$ cat src/rtl/core/bsc_pkg.sv
package bsc_pkg;

    localparam int CfgIdxW = 3;
    localparam int CfgDataW = 64;

    localparam logic [CfgIdxW-1:0] CFG_TEMP = 3'd0;
    localparam logic [CfgIdxW-1:0] CFG_PLO = 3'd1;
    localparam logic [CfgIdxW-1:0] CFG_PHI = 3'd2;
    localparam logic [CfgIdxW-1:0] CFG_P9H = 3'd3;
    localparam logic [CfgIdxW-1:0] CFG_HREST = 3'd4;
    localparam logic [CfgIdxW-1:0] CFG_HPRES = 3'd5;

    typedef struct packed {
        logic [19:0] raw_pressure;
        logic [19:0] raw_temperature;
        logic [15:0] raw_humidity;
    } in_item_t;

    typedef struct packed {
        logic signed [31:0] temperature_centi;
        logic [31:0] pressure_fixed;
        logic pressure_valid;
        logic [16:0] humidity_fixed;
    } out_item_t;

    // calibration words held by the top level
    typedef struct packed {
        logic [47:0] cal_t;
        logic [63:0] cal_plo;
        logic [63:0] cal_phi;
        logic [47:0] cal_p9h;
        logic [39:0] cal_hrest;
        logic hum_on;
    } cal_t;

    // classified transaction handed from front to back
    typedef struct packed {
        logic [31:0] fine;
        logic [19:0] raw_pressure;
        logic [15:0] raw_humidity;
    } job_t;

endpackage

$ cat src/rtl/core/bsc_front.sv
module bsc_front
    import bsc_pkg::*;
(
    input  logic     clk,
    input  logic     rst_n,
    input  logic     go,
    input  in_item_t item,
    input  cal_t     cal,
    output logic     job_valid,
    output job_t     job
);

    // stage 1 registers
    logic        s1_valid_reg;
    logic [31:0] v1_reg, b_reg;
    logic [19:0] p_s1_reg;
    logic [15:0] h_s1_reg;

    logic [31:0] t1, t2, t3, a, b, prod_a;

    assign t1 = {16'd0, cal.cal_t[15:0]};
    assign t2 = {{16{cal.cal_t[31]}}, cal.cal_t[31:16]};
    assign t3 = {{16{cal.cal_t[47]}}, cal.cal_t[47:32]};
    assign a = {15'd0, item.raw_temperature[19:3]} - (t1 << 1);
    assign b = {16'd0, item.raw_temperature[19:4]} - t1;
    assign prod_a = a * t2;

    // temperature pipeline
    always_ff @(posedge clk or negedge rst_n)
    begin
        if (!rst_n)
        begin
            s1_valid_reg <= 1'b0;
        end
        else
        begin
            s1_valid_reg <= go;
        end
    end

    always_ff @(posedge clk)
    begin
        v1_reg <= $signed(prod_a) >>> 11;
        b_reg <= b;
        p_s1_reg <= item.raw_pressure;
        h_s1_reg <= item.raw_humidity;
    end

    // square is a second multiply, kept in its own stage
    logic [31:0] b_sq;
    logic [31:0] v2c;
    assign b_sq = b_reg * b_reg;
    assign v2c = ($signed(b_sq) >>> 12);

    logic [31:0] v2x_reg, v1x_reg;
    logic        s3_valid_reg;
    logic [19:0] p_s3_reg;
    logic [15:0] h_s3_reg;
    logic [31:0] m3;
    assign m3 = v2x_reg * t3;

    always_ff @(posedge clk or negedge rst_n)
    begin
        if (!rst_n)
            s3_valid_reg <= 1'b0;
        else
            s3_valid_reg <= s1_valid_reg;
    end

    always_ff @(posedge clk)
    begin
        v2x_reg <= v2c;
        v1x_reg <= v1_reg;
        p_s3_reg <= p_s1_reg;
        h_s3_reg <= h_s1_reg;
    end

    logic [31:0] v2f;
    assign v2f = $signed(m3) >>> 14;

    assign job_valid = s3_valid_reg;
    assign job.fine = v1x_reg + v2f;
    assign job.raw_pressure = p_s3_reg;
    assign job.raw_humidity = h_s3_reg;

endmodule

$ cat config.mk
export PLATFORM = sky130hd
export DESIGN_NAME = bsc_front
export DESIGN_NICKNAME = d
export VERILOG_FILES = /design/src/rtl/core/bsc_pkg.sv /design/src/rtl/core/bsc_front.sv
export SDC_FILE = /design/constraint.sdc
export NUM_CORES = 2
export LEC_CHECK = 0
export BUFFER_PORTS_ARGS = -buffer_cell sky130_fd_sc_hd__buf_2
export CELL_PAD_IN_SITES_DETAIL_PLACEMENT = 0
export CELL_PAD_IN_SITES_GLOBAL_PLACEMENT = 1
export CORE_MARGIN = 4
export CORE_UTILIZATION = 35
export CTS_BUF_LIST = sky130_fd_sc_hd__clkbuf_8
export CTS_CLUSTER_SIZE = 30
export DETAILED_ROUTE_END_ITERATION = 10
export PLACE_DENSITY_LB_ADDON = 0.1
export SKIP_CTS_REPAIR_TIMING = 1
export SLEW_MARGIN = 20
export SYNTH_ARGS = -nofsm -noshare
export SYNTH_HDL_FRONTEND = slang
export SYNTH_SLANG_ARGS = --single-unit
export TNS_END_PERCENT = 20
$ cat constraint.sdc
create_clock -name clk -period 16.1 [get_ports clk]
set_input_delay 3.22 -clock clk [delete_from_list [all_inputs] [get_ports clk]]
set_output_delay 3.22 -clock clk [all_outputs]
set_load 0.05 [all_outputs]
**Word level (Yosys, flattened, before mapping)**

Cells that the tools add are included.

- Add/sub/neg operators: 3
- Multiply operators: 3

Operators by type and width:

| operator | number |
|---|---|
| 17-bit by 17-bit multiplier with 32-bit output | 1 |
| 18-bit by 16-bit multiplier with 32-bit output | 1 |
| 20-bit by 16-bit multiplier with 32-bit output | 1 |
| 21-bit by 18-bit adder with 22-bit output | 1 |
| 17-bit by 17-bit subtractor with 18-bit output | 1 |
| 16-bit by 16-bit subtractor with 17-bit output | 1 |

- Flip-flop bits (word level): 153
- Input port bits: 324

**Longest topological paths before layout**

- Depth in word-level cells: 2
- Gate-level depth with buffers: 34

**Worst setup path before layout**

No wires, ideal clock.

- Path type: input port to output port
- Start: in cal[250] (netlist name)
- End: out job[58] (netlist name)
- Data arrival time: 11921 ps
- Slack: 959 ps
- Cell stages on the path: 30
- Buffers on the path: 3
- Path through: clkbuf_1 > clkbuf_1 > nand2_1 > fa_1 > fa_1 > fa_1 > inv_1 > fa_1 > fa_1 > inv_1 > fa_1 > inv_1 > ha_1 > a2111oi_0 > a211oi_1 > o31a_1 > nor4_1 > a21oi_1 > xor2_1 > ha_1 > o21a_1 > o21ai_0 > a21oi_1 > o41ai_2 > o31ai_1 > a41oi_1 > a21oi_1 > o21a_1 > o41ai_2 > buf_4

RTL lines:

| what | line | RTL |
|---|---|---|
| start: declaration | bsc_front.sv:8 | `input cal_t cal,` |
| end: declaration | bsc_front.sv:10 | `output job_t job` |

==> results_dict.tcl <==
set metrics [dict create \
    ios 393 \
    cts_root_buf "clkbuf_8" \
    cts_buffer_depth 2 \
    dr.first_iter.drc_count 866 \
    cp-end-kind "output pin" \
    setup_violations 0 \
    io_buffers 172 \
    dp_hpwl_microns 71500 \
    worstPathRequired_ps 12880 \
    clkLatencyLatePin_ps 530 \
    routedWlPerCell_microns 17.5 \
    path_clk_slew_ps 90 \
    r2r-start "b_reg[3]$_DFF_P_" \
    post-route-period-util_pct 93.5 \
    via_per_inst 4.50 \
    synth-xor-area-share_pct 3.38 \
    finalSetupTns_ps 0 \
    max_cap_violations 0 \
    nNetsFinal 5110 \
    synth_area_leaders "fa_1 (48%), inv_1 (10%), ha_1 (10%)" \
    overflow 0 \
    syn_area_sq_mm 0.0341 \
    area_growth_pct 7.80 \
    critPathSlowestCell "a2111oi_0" \
    grt_max_degree 24 \
    grt.total_usage_pct 18.2 \
    path_delay_family "adder cells" \
    cts_sinks 153 \
    synth_top_area_cell "fa_1" \
    arrival_ps 11830 \
    crit_path_start "cal[251]" \
    grt_setup_unrepaired "false" \
    mappedNetlistNets 5010 \
    status "completed" \
    slowest_delay_ps 620 \
    worst_setup_path_start_kind "input port" \
    synth_area_per_cell_sq_um 9.51 \
    cts_tree "yes" \
    netlist.area_leader.share_pct 48.0 \
    cts_max_level 4 \
    async_reset_ff_share_pct 1.31 \
    die_h_microns 320 \
    crit_path_max_fanout 20 \
    wl_microns 87000 \
    synth-seq-cells 153 \
    drc_errors 0 \
    fmax_ghz 0.0664 \
    yosysSeqAreaShare_pct 9.01 \
    core_sq_mm 0.0967 \
    synthAdderAreaFrac_pct 58.3 \
    fin_util_pct 38.0 \
    vias 22400 \
    yosysWarningCount 0 \
    hold_viol 0 \
    drtPass1Iterations 5 \
    antenna_left 0 \
    synth_edf_count 0 \
    ys.flop_type "dfxtp_1" \
    hold_class "flip-flop to flip-flop" \
    crit_buf_inv 6 \
    initial_core_util_pct 35.3 \
    die-area_sq_mm 0.102 \
    die_w_microns 320 \
    synthSimpleGateAreaFrac_pct 13.3 \
    num_rows 114 \
    path_class "input port to output pin" \
    synthMuxAreaShare_pct 0.0954 \
    syn_inst 3587 \
    period_needed_ps 15050 \
    max_slew_margin_pct 31.3 \
    place_congestion 0.772 \
    drive_gt1_share_pct 7.11 \
    synth_top_family_by_area "adder cells" \
    ys_types 66 \
    first_global_vias 25600 \
    fin_skew_ps 21.3 \
    cpMostUsedCell "fa_1" \
    slew_viol_final 0 \
    synth_compound_area_share_pct 4.13 \
    fillers 10100 \
    cts_made_buffers 17 \
    grt_pass1_wl_microns 144000 \
    hold_path.startpoint "v1_reg[1]$_DFF_P_" \
    antenna_found_initial 2 \
    max_slew.worst_pin.slew_ps 1030 \
]
-- logic make-up (layout without fill, tap and decap cells) --
family / Yosys count / in the layout
compound gates: 204 / 204
xor+xnor: 130 / 130
fa+ha+maj: 1099 / 1099
buf+inv: 1062 / 1175
flops: 153 / 153
mux: 3 / 3
other cells: 0 / 5
simple gates: 936 / 936
-- routing by layer --
layer	global-route usage [%]	wire, microns
met5	0	0
met4	2.95	1040
met3	1.87	2180
met2	32.5	44600
met1	24.2	39200
-- Yosys cell counts, drive strengths merged, types with 3 or more instances --
cell    count
inv       941
fa        818
nand2     427
ha        281
and2      278
dfxtp     151
clkbuf    104
nor2      103
xnor2      95
a21oi      58
o21ai      36
nand2b     35
xor2       34
a21o       29
o21a       21
nor3       20
nand3      18
nor2b      18
buf        16
a211oi     12
and3       10
nand4       7
o21bai      7
o41ai       5
or3         5
a31oi       4
o211ai      4
o31ai       4
or2         4
a31o        3
nor4        3
-- worst paths after layout --
kind / endpoint / slack, ps / depth (start not counted)
min reg2reg: v1x_reg[1]$_DFF_P_ / 330 / 0
max reg2reg: v2x_reg[19]$_DFF_P_ / 9380 / 22
min: v1x_reg[1]$_DFF_P_ / 330 / 0
max in group asynchronous: job_valid$_DFF_PN0_ / 13550 / 1
min in group asynchronous: s1_valid_reg$_DFF_PN0_ / 2440 / 1
max: job[57] / 1050 / 30
-- cells in the final DEF, fill, tap and decap left out, types with 10 or more instances in the layout --
master	netlist	final
nand2_1	427	427
ha_1	281	281
fa_1	818	818
nand2b_1	35	35
inv_1	941	941
nor3_1	20	20
a211oi_1	10	10
xor2_1	34	34
buf_2	2	172
a21oi_1	55	55
and3_1	10	10
buf_4	10	29
dfxtp_1	151	151
clkbuf_8	0	17
and2_1	277	277
xnor2_1	95	91
nand3_1	18	18
o21a_1	21	21
o21ai_0	31	31
a21o_1	29	29
nor2_1	102	102
nor2b_1	18	18
-- layout make-up --
class                      count  area, sq um  share of cell area, %
tap                         1276         1600                   4.34
antenna                        5         12.5                 0.0340
sequential                   153         3070                   8.36
timing repair buffer         201         1080                   2.93
multi-input combinational   2372        27000                   73.5
clock buffer                  17          234                  0.636
clock inverter                15          198                  0.538
inverter                     942         3540                   9.62
-- stage by stage --
stage	std cells	cell area, sq um	worst slack [ps]	hold slack, ps
2_1_floorplan	3587	34100	959	310
3_3_place_gp	4944	36300	859	310
3_5_place_dp	4944	36300	916	312
4_1_cts	4976	36800	861	326
5_1_grt	4977	36800	358	336
6_report	4981	36800	1050	327
Power is left out: the tool's default activity adds up to more than one toggle a clock period on the data nets, which glitch-free logic cannot reach.
