==> src/rtl/core/bsc_pkg.sv <==
package bsc_pkg;

    localparam int CfgIdxW = 3;
    localparam int CfgDataW = 64;

    localparam logic [CfgIdxW-1:0] CFG_TEMP = 3'd0;
    localparam logic [CfgIdxW-1:0] CFG_PLO = 3'd1;
    localparam logic [CfgIdxW-1:0] CFG_PHI = 3'd2;
    localparam logic [CfgIdxW-1:0] CFG_P9H = 3'd3;
    localparam logic [CfgIdxW-1:0] CFG_HREST = 3'd4;
    localparam logic [CfgIdxW-1:0] CFG_HPRES = 3'd5;

    typedef struct packed {
        logic [19:0] raw_pressure;
        logic [19:0] raw_temperature;
        logic [15:0] raw_humidity;
    } in_item_t;

    typedef struct packed {
        logic signed [31:0] temperature_centi;
        logic [31:0] pressure_fixed;
        logic pressure_valid;
        logic [16:0] humidity_fixed;
    } out_item_t;

    // calibration words held by the top level
    typedef struct packed {
        logic [47:0] cal_t;
        logic [63:0] cal_plo;
        logic [63:0] cal_phi;
        logic [47:0] cal_p9h;
        logic [39:0] cal_hrest;
        logic hum_on;
    } cal_t;

    // classified transaction handed from front to back
    typedef struct packed {
        logic [31:0] fine;
        logic [19:0] raw_pressure;
        logic [15:0] raw_humidity;
    } job_t;

endpackage

==> src/rtl/core/bsc_fifo.sv <==
module bsc_fifo
    import bsc_pkg::*;
(
    input  logic clk,
    input  logic rst_n,
    input  logic push,
    input  job_t wdata,
    input  logic pop,
    output logic nonempty,
    output job_t rdata
);

    localparam int Depth = 4;

    job_t       mem_reg [Depth];
    logic [1:0] wp_reg, rp_reg;
    logic [2:0] cnt_reg;

    assign nonempty = cnt_reg != 3'd0;
    assign rdata = mem_reg[rp_reg];

    // pointer and count upkeep
    always_ff @(posedge clk or negedge rst_n)
    begin
        if (!rst_n)
        begin
            wp_reg <= 2'd0;
            rp_reg <= 2'd0;
            cnt_reg <= 3'd0;
        end
        else
        begin
            if (push)
                wp_reg <= wp_reg + 2'd1;
            if (pop)
                rp_reg <= rp_reg + 2'd1;
            cnt_reg <= cnt_reg + {2'd0, push} - {2'd0, pop};
        end
    end

    always_ff @(posedge clk)
    begin
        if (push)
            mem_reg[wp_reg] <= wdata;
    end

    assert property (@(posedge clk) disable iff (!rst_n) pop |-> nonempty)
        else $error("fifo pop while empty");
    assert property (@(posedge clk) disable iff (!rst_n) cnt_reg <= 3'd4)
        else $error("fifo count beyond depth");
    assert property (@(posedge clk) disable iff (!rst_n)
        (cnt_reg == 3'd4) |-> !push || pop)
        else $error("fifo overflow");

endmodule

==> config.mk <==
export PLATFORM = sky130hd
export DESIGN_NAME = bsc_fifo
export DESIGN_NICKNAME = d
export VERILOG_FILES = /design/src/rtl/core/bsc_pkg.sv /design/src/rtl/core/bsc_fifo.sv
export SDC_FILE = /design/constraint.sdc
export NUM_CORES = 1
export LEC_CHECK = 0
export BUFFER_PORTS_ARGS = -buffer_cell sky130_fd_sc_hd__buf_2
export CORE_MARGIN = 3
export CORE_UTILIZATION = 40
export CTS_CLUSTER_DIAMETER = 40
export DETAILED_ROUTE_END_ITERATION = 12
export HOLD_SLACK_MARGIN = 0.15
export PLACE_DENSITY_LB_ADDON = 0.3
export SYNTH_ARGS = -nofsm -noshare
export SYNTH_HDL_FRONTEND = slang
export SYNTH_SLANG_ARGS = --single-unit
==> constraint.sdc <==
create_clock -name clk -period 6.7 [get_ports clk]
set_input_delay 0.335 -clock clk [delete_from_list [all_inputs] [get_ports clk]]
set_output_delay 0.335 -clock clk [all_outputs]
set_load 0.005 [all_outputs]
Word-level counts from Yosys, hierarchy flattened

Memories as Yosys holds them, arrays and structs flattened.
Index checks and enable logic that the tools add are counted.

Add/subtract/negate cells: 4
Multiplexer cells: 2
Reductions and logical operators: 1

Operators by type and width:

| kind                                                           | count |
|---|---|
| 2-bit by 1-bit adder with 2-bit output (second input constant) | 2 |
| 3-bit by 1-bit adder with 3-bit output                         | 1 |
| 3-bit nonzero test                                             | 1 |
| 3-bit by 1-bit subtractor with 3-bit output                    | 1 |
| 1-bit two-way mux                                              | 2 |

Register bits after elaboration: 7
Bits in writable memories: 272
Memories: 1

Memory list:

| name    | depth | bits a word | read ports | clocked after memory_dff | wr ports | RTL line       | RTL |
|---|---|---|---|---|---|---|---|
| mem_reg | 4     | 68          | 1          | 0                        | 1        | bsc_fifo.sv:15 | `job_t mem_reg [Depth];` |

Logic depth before layout (Yosys ltp)

Gate-level depths: netlist (run 1).

Depth after elaboration: 2
Gate-level depth with buffers: 7
Gate-level depth less buffers: 7

Worst setup path before layout (run 1)

Ideal clock, no wire load.

Path kind: reg2reg
Start: register wp_reg[0]
End: memory mem_reg[0][0] in the netlist's numbering, enable pin
Library setup time: 0.433 ns
Arrival: 2.216 ns
Setup slack: 4.051 ns
Cell stages (with the launch flop): 4
Buffers on the path: 0
Path through: dfrtp_1 -> inv_1 -> ha_1 -> and2_1

RTL lines:

| element                | RTL line       | RTL |
|---|---|---|
| from (decl)            | bsc_fifo.sv:16 | `logic [1:0] wp_reg, rp_reg;` |
| from (signal assigned) | bsc_fifo.sv:34 | `wp_reg <= wp_reg + 2'd1;` |
| to (decl)              | bsc_fifo.sv:15 |  |

No word-level cell before the write port.

==> results.txt, run 1 <==
The wire-length estimate of the detail-placed layout is 10100 um. The first TritonRoute pass finished after 4 iterations. The clock-pin slew reported for the worst setup and hold paths after clock tree synthesis is 0.06 ns. The data arrival time at the worst-slack endpoint is 2.91 ns, and the minimum clock period after layout is 3.24 ns. The slew of the pin with the lowest slew margin is 1.10 ns, and the synthesized net count is 468. For this run, the number of standard cells in the final layout without fillers is 982. The logs give 71 for the post-cts hold buffer count and 4.71 ns for the worst setup slack for register-to-register paths. The post-cts gate resize count was 0; the highest net fanout along the worst path was 39. The number of global-route vias before repair came out at 5463.

The run gives 703 as the net total in the final layout. The run gives 0 as the hold violation count in the final report. The synthesized flop and latch total is 279.

The I/O pin count is 141. After detailed routing, the average wire length per cell comes to 18.9 um. Yosys attributes the largest share of cell area to edfxtp_1 (80%), mux4_2 (15%), dfrtp_1 (1.7%). The yosys synthesis warning count is 0.

For the post-route antenna net violation count, the log shows 0. The worst setup path is captured at an output port. The tools report the part of the Yosys area used for sequential elements as 0.812. At the end of routability-driven placement, the weighted congestion stood at 0.677. Max-cap violations in this run came to 0.

The analysis attributes to cell leakage a power of 4.57 nW. The register with the most flip-flops in the layout has 272 of them. The count of pins over their slew limit was 0.

The largest stage delay on the critical path was 0.84 ns. The run finished with clean final reports. Library cell used as clock root buffer: clkbuf_16.

The clock reaches the later pin of the worst-skew pair after 0.51 ns. A synthesized cell averages 26.4 um2. Ratio of cells with drive above 1 in the final layout: 0.415. The aggregate global-route resource usage was 0.136; the clock sink count was 279. From synthesis to final layout, the design area changed by 27.9%. The number of antenna violations at the first check in global routing came out at 1. The H-tree generated during clock tree synthesis spans 2 levels. For this design the ratio of total power to cell area is 428 nW/um2. The number of port buffers is 140, and the required time of the critical path is 6.36 ns.

The maximum number of pins on one net before global-route repair was 70. Setup repair after global routing left no endpoint under its margin. STA classifies the critical path startpoint as a register. The die boundary height is 166 um, and the share of the core filled with cells in the final layout is 0.522.

Adding up every negative setup slack in the final design gives 0 ns. The logs give 18500 um for the wire length after detailed routing and 29700 um for the global-route wire length before repair. The full die area was 27600 um2. The floorplan step set the die width to 166 um.

The signal on the critical path passes through buf_4, mux4_2, buf_2. After floorplanning, the core was divided into 58 placement rows. The netlist area before placement was 10300 um2; the starting utilization of the core area was 0.408. In the routed design, unresolved DRC markers number 0. For the global route total overflow, the log shows 0.

Across the routed clock network, the largest skew measured is 0.0241 ns. TritonCTS built the clock tree. The tools report the number of setup violations in the final report as 0. On the critical path, the stage with the largest delay is an instance of dfrtp_4. Synthesis produced a netlist whose cell count is 389. The filler cells instantiated in the layout total 1973.

The highest ir drop seen on vdd is 0.315 mV. For this block, the via count after detailed routing is 4797. Once placement completed, the tool counted placed cells totaling 844. For the violation count after the first detailed-routing iteration, the log shows 342.

After detailed routing, the number of vias per cell comes to 4.88. The area share of the largest cell type after synthesis is 0.795. For the unique cell type count in the Yosys netlist, the log shows 16. In this run the post-CTS setup repair buffer count came out at 0. Startpoint-to-endpoint class of the critical path: reg -> out. The share of the cycle needed by the critical path after routing is 0.484. The class of the tightest hold or removal check is in -> async. The core region is 25200 um2.

Static timing analysis puts the maximum clock frequency at 308 MHz. Counting the buffers created by CTS gives 37. Of all cell types, the one taking the most synthesized area is edfxtp_1. In this run the deepest clock path goes through 3 buffers. The remaining max-slew budget at the tightest pin came out at 0.267.
## critical path: cells and delay by family (launching register included)
family | cells | cell delay, ns
buffers and inverters | 2 | 0.88
flip-flops | 1 | 0.84
multiplexers | 1 | 0.62
## report_power, final
group / total (mW) / internal (mW) / switching [mW] / leakage [nW]
logic: 1.24 / 0.681 / 0.557 / 1.41
clock network: 1.87 / 1.16 / 0.714 / 0.582
registers: 2.52 / 2.29 / 0.221 / 2.58
## kinds of logic after synthesis
kind of cell / after synthesis / share of synthesized area
AND/OR/NAND/NOR: 7 / 0.00378
adder cells (fa/ha/maj): 7 / 0.00926
multiplexers: 68 / 0.149
XOR/XNOR: 5 / 0.00426
AO/OA/AOI/OAI: 1 / 0.000487
buffers and inverters: 22 / 0.0211
flip-flops: 279 / 0.812
## cell usage after synthesis, drive strengths merged
cell      n
and2      4
dfrtp     7
mux4     68
nand2     2
ha        6
xor2      3
edfxtp  272
fa        1
xnor2     2
o21ai     1
inv       6
buf      16
or3       1
## final cells by class
class,count,area [um2],share of cell area
antenna,1,2.50,0.000190
clock buffer,45,998,0.0760
clock inverter,21,214,0.0163
inverter,6,22.5,0.00171
multi-input combinational,88,1720,0.131
sequential,279,8350,0.635
tap,330,413,0.0314
timing repair buffer,212,1420,0.108
## final timing paths
check	cells after the start	from	endpoint
hold reg to reg	1	cnt_reg[2]	cnt_reg[2]
setup reg to reg	3	wp_reg[1]	mem_reg[1][64]
hold / removal	2	rst_n	cnt_reg[0]
max in group asynchronous	2	rst_n	rp_reg[1]
setup / recovery	3	rp_reg[0]	rdata[38]
min in group clk	1	cnt_reg[2]	cnt_reg[2]
## layer usage
metal / share of wire / GRT usage / vias to the layer above
met5: 0 / 0 / -
met4: 0.022 / 0.0452 / 0
met3: 0.049 / 0.0331 / 37
met2: 0.52 / 0.235 / 132
met1: 0.41 / 0.170 / 2479
li1: - / - / 2149
## layout by cell type (no fill, tap or decap)
master         netlist  final
edfxtp_1           272    272
buf_2                7    140
dlygate4sd3_1        0     71
mux4_2              68     68
clkbuf_16            0     39
inv_1                6      6
ha_1                 6      6
clkbuf_1             0      6
clkinv_1             0      5
dfrtp_1              7      5
and2_4               0      4
xor2_1               3      3
inv_6                0      3
clkinv_2             0      3
clkinvlp_4           0      3
clkinv_8             0      3
xnor2_1              2      2
nand2_1              2      2
inv_8                0      2
bufinv_16            0      2
dfrtp_4              0      2
diode_2              0      1
or3_1                1      1
o21ai_0              1      1
fa_1                 1      1
buf_4                1      1
## through the flow
step	setup slack, ns	power [mW]	hold slack, ns	area, um2
after global routing	3.17	5.92	0.196	13100
after global placement	3.89	3.77	0.173	11200
after floorplan	4.05	3.36	0.0394	10300
final	3.46	5.63	0.195	13100
after CTS	3.31	5.73	0.167	13100
after detailed placement	3.87	3.80	0.184	11200
No activity file was read; power rests on OpenSTA's default activity.
==> run 2: changes to the inputs <==
ABC_AREA = 1   (was unset)
clock period = 2.8 ns   (was 6.7 ns; I/O delays follow)
==> results.txt, run 2 <==
Timing would allow up to 442 MHz. The largest stage delay on the critical path was 0.50 ns (-0.34 ns); the number of cells produced by synthesis was 1110 (+190%). The run gives 0.882 ns (-2.99 ns) as the worst setup slack before clock tree synthesis.

TritonCTS built the clock tree. The worst setup path is launched from a register. The internal power component is 10.3 mW (+150%), and the sequential power share is 0.369 (-0.078). The clock-pin slew reported for the worst setup and hold paths after clock tree synthesis works out to 0.06 ns (about the same). The leakage power of the design was 6.93 nW (+52%). Maximum level of the CTS H-tree: 2 (unchanged). Library cell used as clock root buffer: clkbuf_16.

The tools report the aggregate negative setup slack as 0 ns (unchanged). For the part of the Yosys area used for sequential elements, the log shows 0.710 (-0.102). The logs give 3 (unchanged) for the maximum buffer depth of the clock tree and 2.66 ns (-3.70 ns) for the required time of the critical path.

The fraction of registers with async set or reset after synthesis works out to 0.0251 (unchanged). The ratio of routed vias to standard cells works out to 4.38 (-10%). The via total after detailed routing came out at 7640 (+59%). The I/O pin count is 141 (unchanged), and the die span in x is 177 um (+6.7%). The setup fix buffers added after clock tree synthesis was 0 (unchanged); the power per cell area was 1020 nW/um2 (+140%).

The number of clock buffers inserted by TritonCTS came out at 38 (+2.7%). The run gives 0.312 (+0.092) as the combinational cell fraction of total power. The number of setup violations in the final report is 0 (unchanged), and the HPWL reported at the end of detailed placement is 14100 um (+39%).

Final worst clock skew: 0.0165 ns (-0.00760 ns). Walking the worst path, the cells encountered are inv_4, buf_4, nand2_1, nand3_1, nand2_1, buf_2. The logs give 14 (-2) for the unique cell type count in the Yosys netlist and 0 (-1) for the antenna diode count. The remaining max-slew budget at the tightest pin is 0.417 (+0.150), and the wire length after detailed routing is 24600 um (+33%). Cell type with the highest occurrence count on the critical path: nand2_1.

The run finished with clean final reports. The run gives 0 (unchanged) as the number of remaining DRC errors. Cell type with the highest aggregate area in the netlist: edfxtp_1. The logs give 11800 um2 (+14%) for the netlist area before placement and 7455 (+36%) for the number of global-route vias before repair. The logs give 0 (unchanged) for the post-cts gate resize count and 5.03 mW (+240%) for the switching power.

Minimum clock period after layout: 2.26 ns. Worst-case setup margin in the final layout: 0.535 ns (-2.92 ns). The maximum number of pins on one net before global-route repair came out at 139 (+99%). The relative contribution of the clock network to total power is 0.319 (-0.014). The highest ir drop seen on vdd was 0.619 mV (+96%). The tools report the capturing element type of the critical path as an output port. The area overhead of the layout relative to synthesis is 27.3%, and the post-route antenna net violation count is 0 (unchanged). The number of port buffers came out at 140 (unchanged).

Most common cell after layout, fill and taps aside: nand2_1. The number of placement rows is 62 (+6.9%). The number of antenna violations at the first check in global routing came out at 0 (-1).

The global-route wire length before repair is 39000 um (+31%). In the layout the commonest cells are nand2_1 (351), inv_1 (280), edfxtp_1 (272), buf_2 (140), nand3_1 (138). The hold violation count in the final report was 0 (unchanged).

The number of flops mapped to enable cells by yosys was 272 (unchanged); the ratio of cells with drive above 1 in the final layout was 0.163 (-0.252). The standard cell core area is 28900 um2 (+15%). The global placement routability congestion was 0.700 (+3.4%); the die boundary height was 177 um (+6.7%).

Setup repair after global routing left no endpoint under its margin. The data arrival time at the worst-slack endpoint was 2.12 ns (-0.79 ns). Cell type of the slowest stage on the worst timing path: dfrtp_4. The run gives 0.158 (+0.0222) as the aggregate global-route resource usage.

The share of the cycle needed by the critical path after routing was 0.809; the area share of the largest cell type after synthesis was 0.695 (-0.100). Violation count after the first detailed-routing iteration: 504 (+47%). For the count of filler cells inserted in the layout, the log shows 2521 (+28%). The clock sink count is 279 (unchanged), and the global route total overflow is 0 (unchanged). The slew of the pin with the lowest slew margin is 0.874 ns (-0.225 ns), and the share of the core filled with cells in the final layout is 0.519 (-0.00336). The most used flip-flop cell after synthesis is edfxtp_1. The number of search-and-repair iterations in the first detailed-routing pass is 4 (unchanged). The clock latency at the later pin of the worst-skew pair was 0.51 ns (about the same). The net total in the final layout was 1411 (+100%); the flip-flop count of the largest register, all copies and words added was 272 (unchanged). The yosys synthesis warning count was 0 (unchanged).

The class of the tightest hold or removal check was in -> reg. The starting utilization of the core area was 0.407 (-0.000635); the synthesized flop and latch total was 279 (unchanged). The number of buffer and inverter stages on the critical path is 3 (+1), and the synthesized net count is 1189 (+150%). The tools report the final-layout worst hold slack as 0.382 ns (+0.187 ns). By area the synthesized netlist is led by edfxtp_1 (69%), nand2_1 (11%), inv_1 (9.1%).

Counting instances in the post-synthesis netlist gives the leading cell types as nand2_1 (351), inv_1 (284), edfxtp_1 (272), nand3_1 (138), buf_2 (25). Switching power as a share of total power: 0.329 (+0.0635). Among cell families on the critical path, the largest total delay comes from buffers and inverters. For the number of maximum-capacitance violations, the log shows 0 (unchanged). The number of non-filler instances in the completed layout was 1743 (+77%); the average detailed-routed wire length per instance was 14.1 um (-25%). The count of pins over their slew limit came out at 0 (unchanged). The highest net fanout along the worst path was 45 (+15%). By instance count, the leading cell after synthesis is nand2_1.

The placed instance count is 1604 (+90%), and the full die area is 31500 um2 (+14%). The average instance area after synthesis was 10.6 um2 (-60%). The worst setup path is of the reg -> out kind.
## run 2: cell types whose count changed in the layout (fill, tap and decap cells not counted), sizes merged, moves of 2 or more
cell / change
nand2: +349
inv: +276
nand3: +138
mux4: -68
buf: +14
and2: -4
bufinv: +4
clkinv: +2
xnor2: -2
## run 2: worst register-to-register path: cells and delay by family, from the launching register on
| kind | cells | cell delay [ns] |
|---|---|---|
| buffers and inverters | 2 | 0.91 |
| adders and majority gates | 1 | 0.21 |
| and+or+nand+nor | 1 | 0.08 |
| DFF | 1 | 0.42 |
## run 2: power groups by stage
stage	clock [mW]	sequential, mW	combinational [mW]
2_1_floorplan	0	5.72	2.85
3_5_place_dp	0	5.73	4.81
3_3_place_gp	0	5.71	4.77
5_1_grt	5.16	5.71	5.44
4_1_cts	4.98	5.65	4.91
6_report	4.87	5.65	4.78
## run 2: cell families after synthesis
family                     share of synthesized area
xor gates and xnor gates                     0.00224
DFF                                            0.710
buffers and inverters                          0.109
and+or+nand+nor                                0.171
adders and majority gates                    0.00809
AOI/OAI and AO/OA                           0.000425
## run 2: per-stage QoR
stage / total power, mW / cell area [um2]
6_report: 15.3 / 15000
4_1_cts: 15.5 / 15000
5_1_grt: 16.3 / 15000
3_3_place_gp: 10.5 / 12900
3_5_place_dp: 10.5 / 12900
2_1_floorplan: 8.57 / 11800
## run 2: worst paths after layout
path / depth (start not counted) / start / slack, ns / end
max reg2reg: 4 / wp_reg[0] / 0.91 / mem_reg[3][0]
max in group asynchronous: 3 / rst_n / 1.85 / rp_reg[0]
min reg2reg: 2 / cnt_reg[2] / 0.47 / cnt_reg[2]
max: 6 / rp_reg[0] / 0.54 / rdata[1]
min in group asynchronous: 3 / rst_n / 0.64 / rp_reg[1]
min: 2 / wdata[62] / 0.38 / mem_reg[0][62]
## run 2: metal layers
layer  global-route usage  share of wire  vias to the layer above
met4               0.0458          0.017                        0
met5                    0              0                        -
li1                     -              -                     3903
met3               0.0344          0.052                       38
met2                0.263           0.49                      161
met1                0.209           0.45                     3538
## run 2: what timing repair did
action	4_1_cts	5_1_grt
hold buffers	72	0
hold endpoints to repair	284	0
endpoints found under the setup margin	0	0
## run 2: cell type report
| cell class | count | area [um2] | share of cell area |
|---|---|---|---|
| timing repair buffer | 227 | 1620 | 0.108 |
| multi-input combinational | 500 | 2130 | 0.143 |
| tap | 384 | 480 | 0.0321 |
| clock buffer | 44 | 995 | 0.0665 |
| sequential | 279 | 8350 | 0.558 |
| clock inverter | 23 | 302 | 0.0201 |
| inverter | 286 | 1080 | 0.0723 |
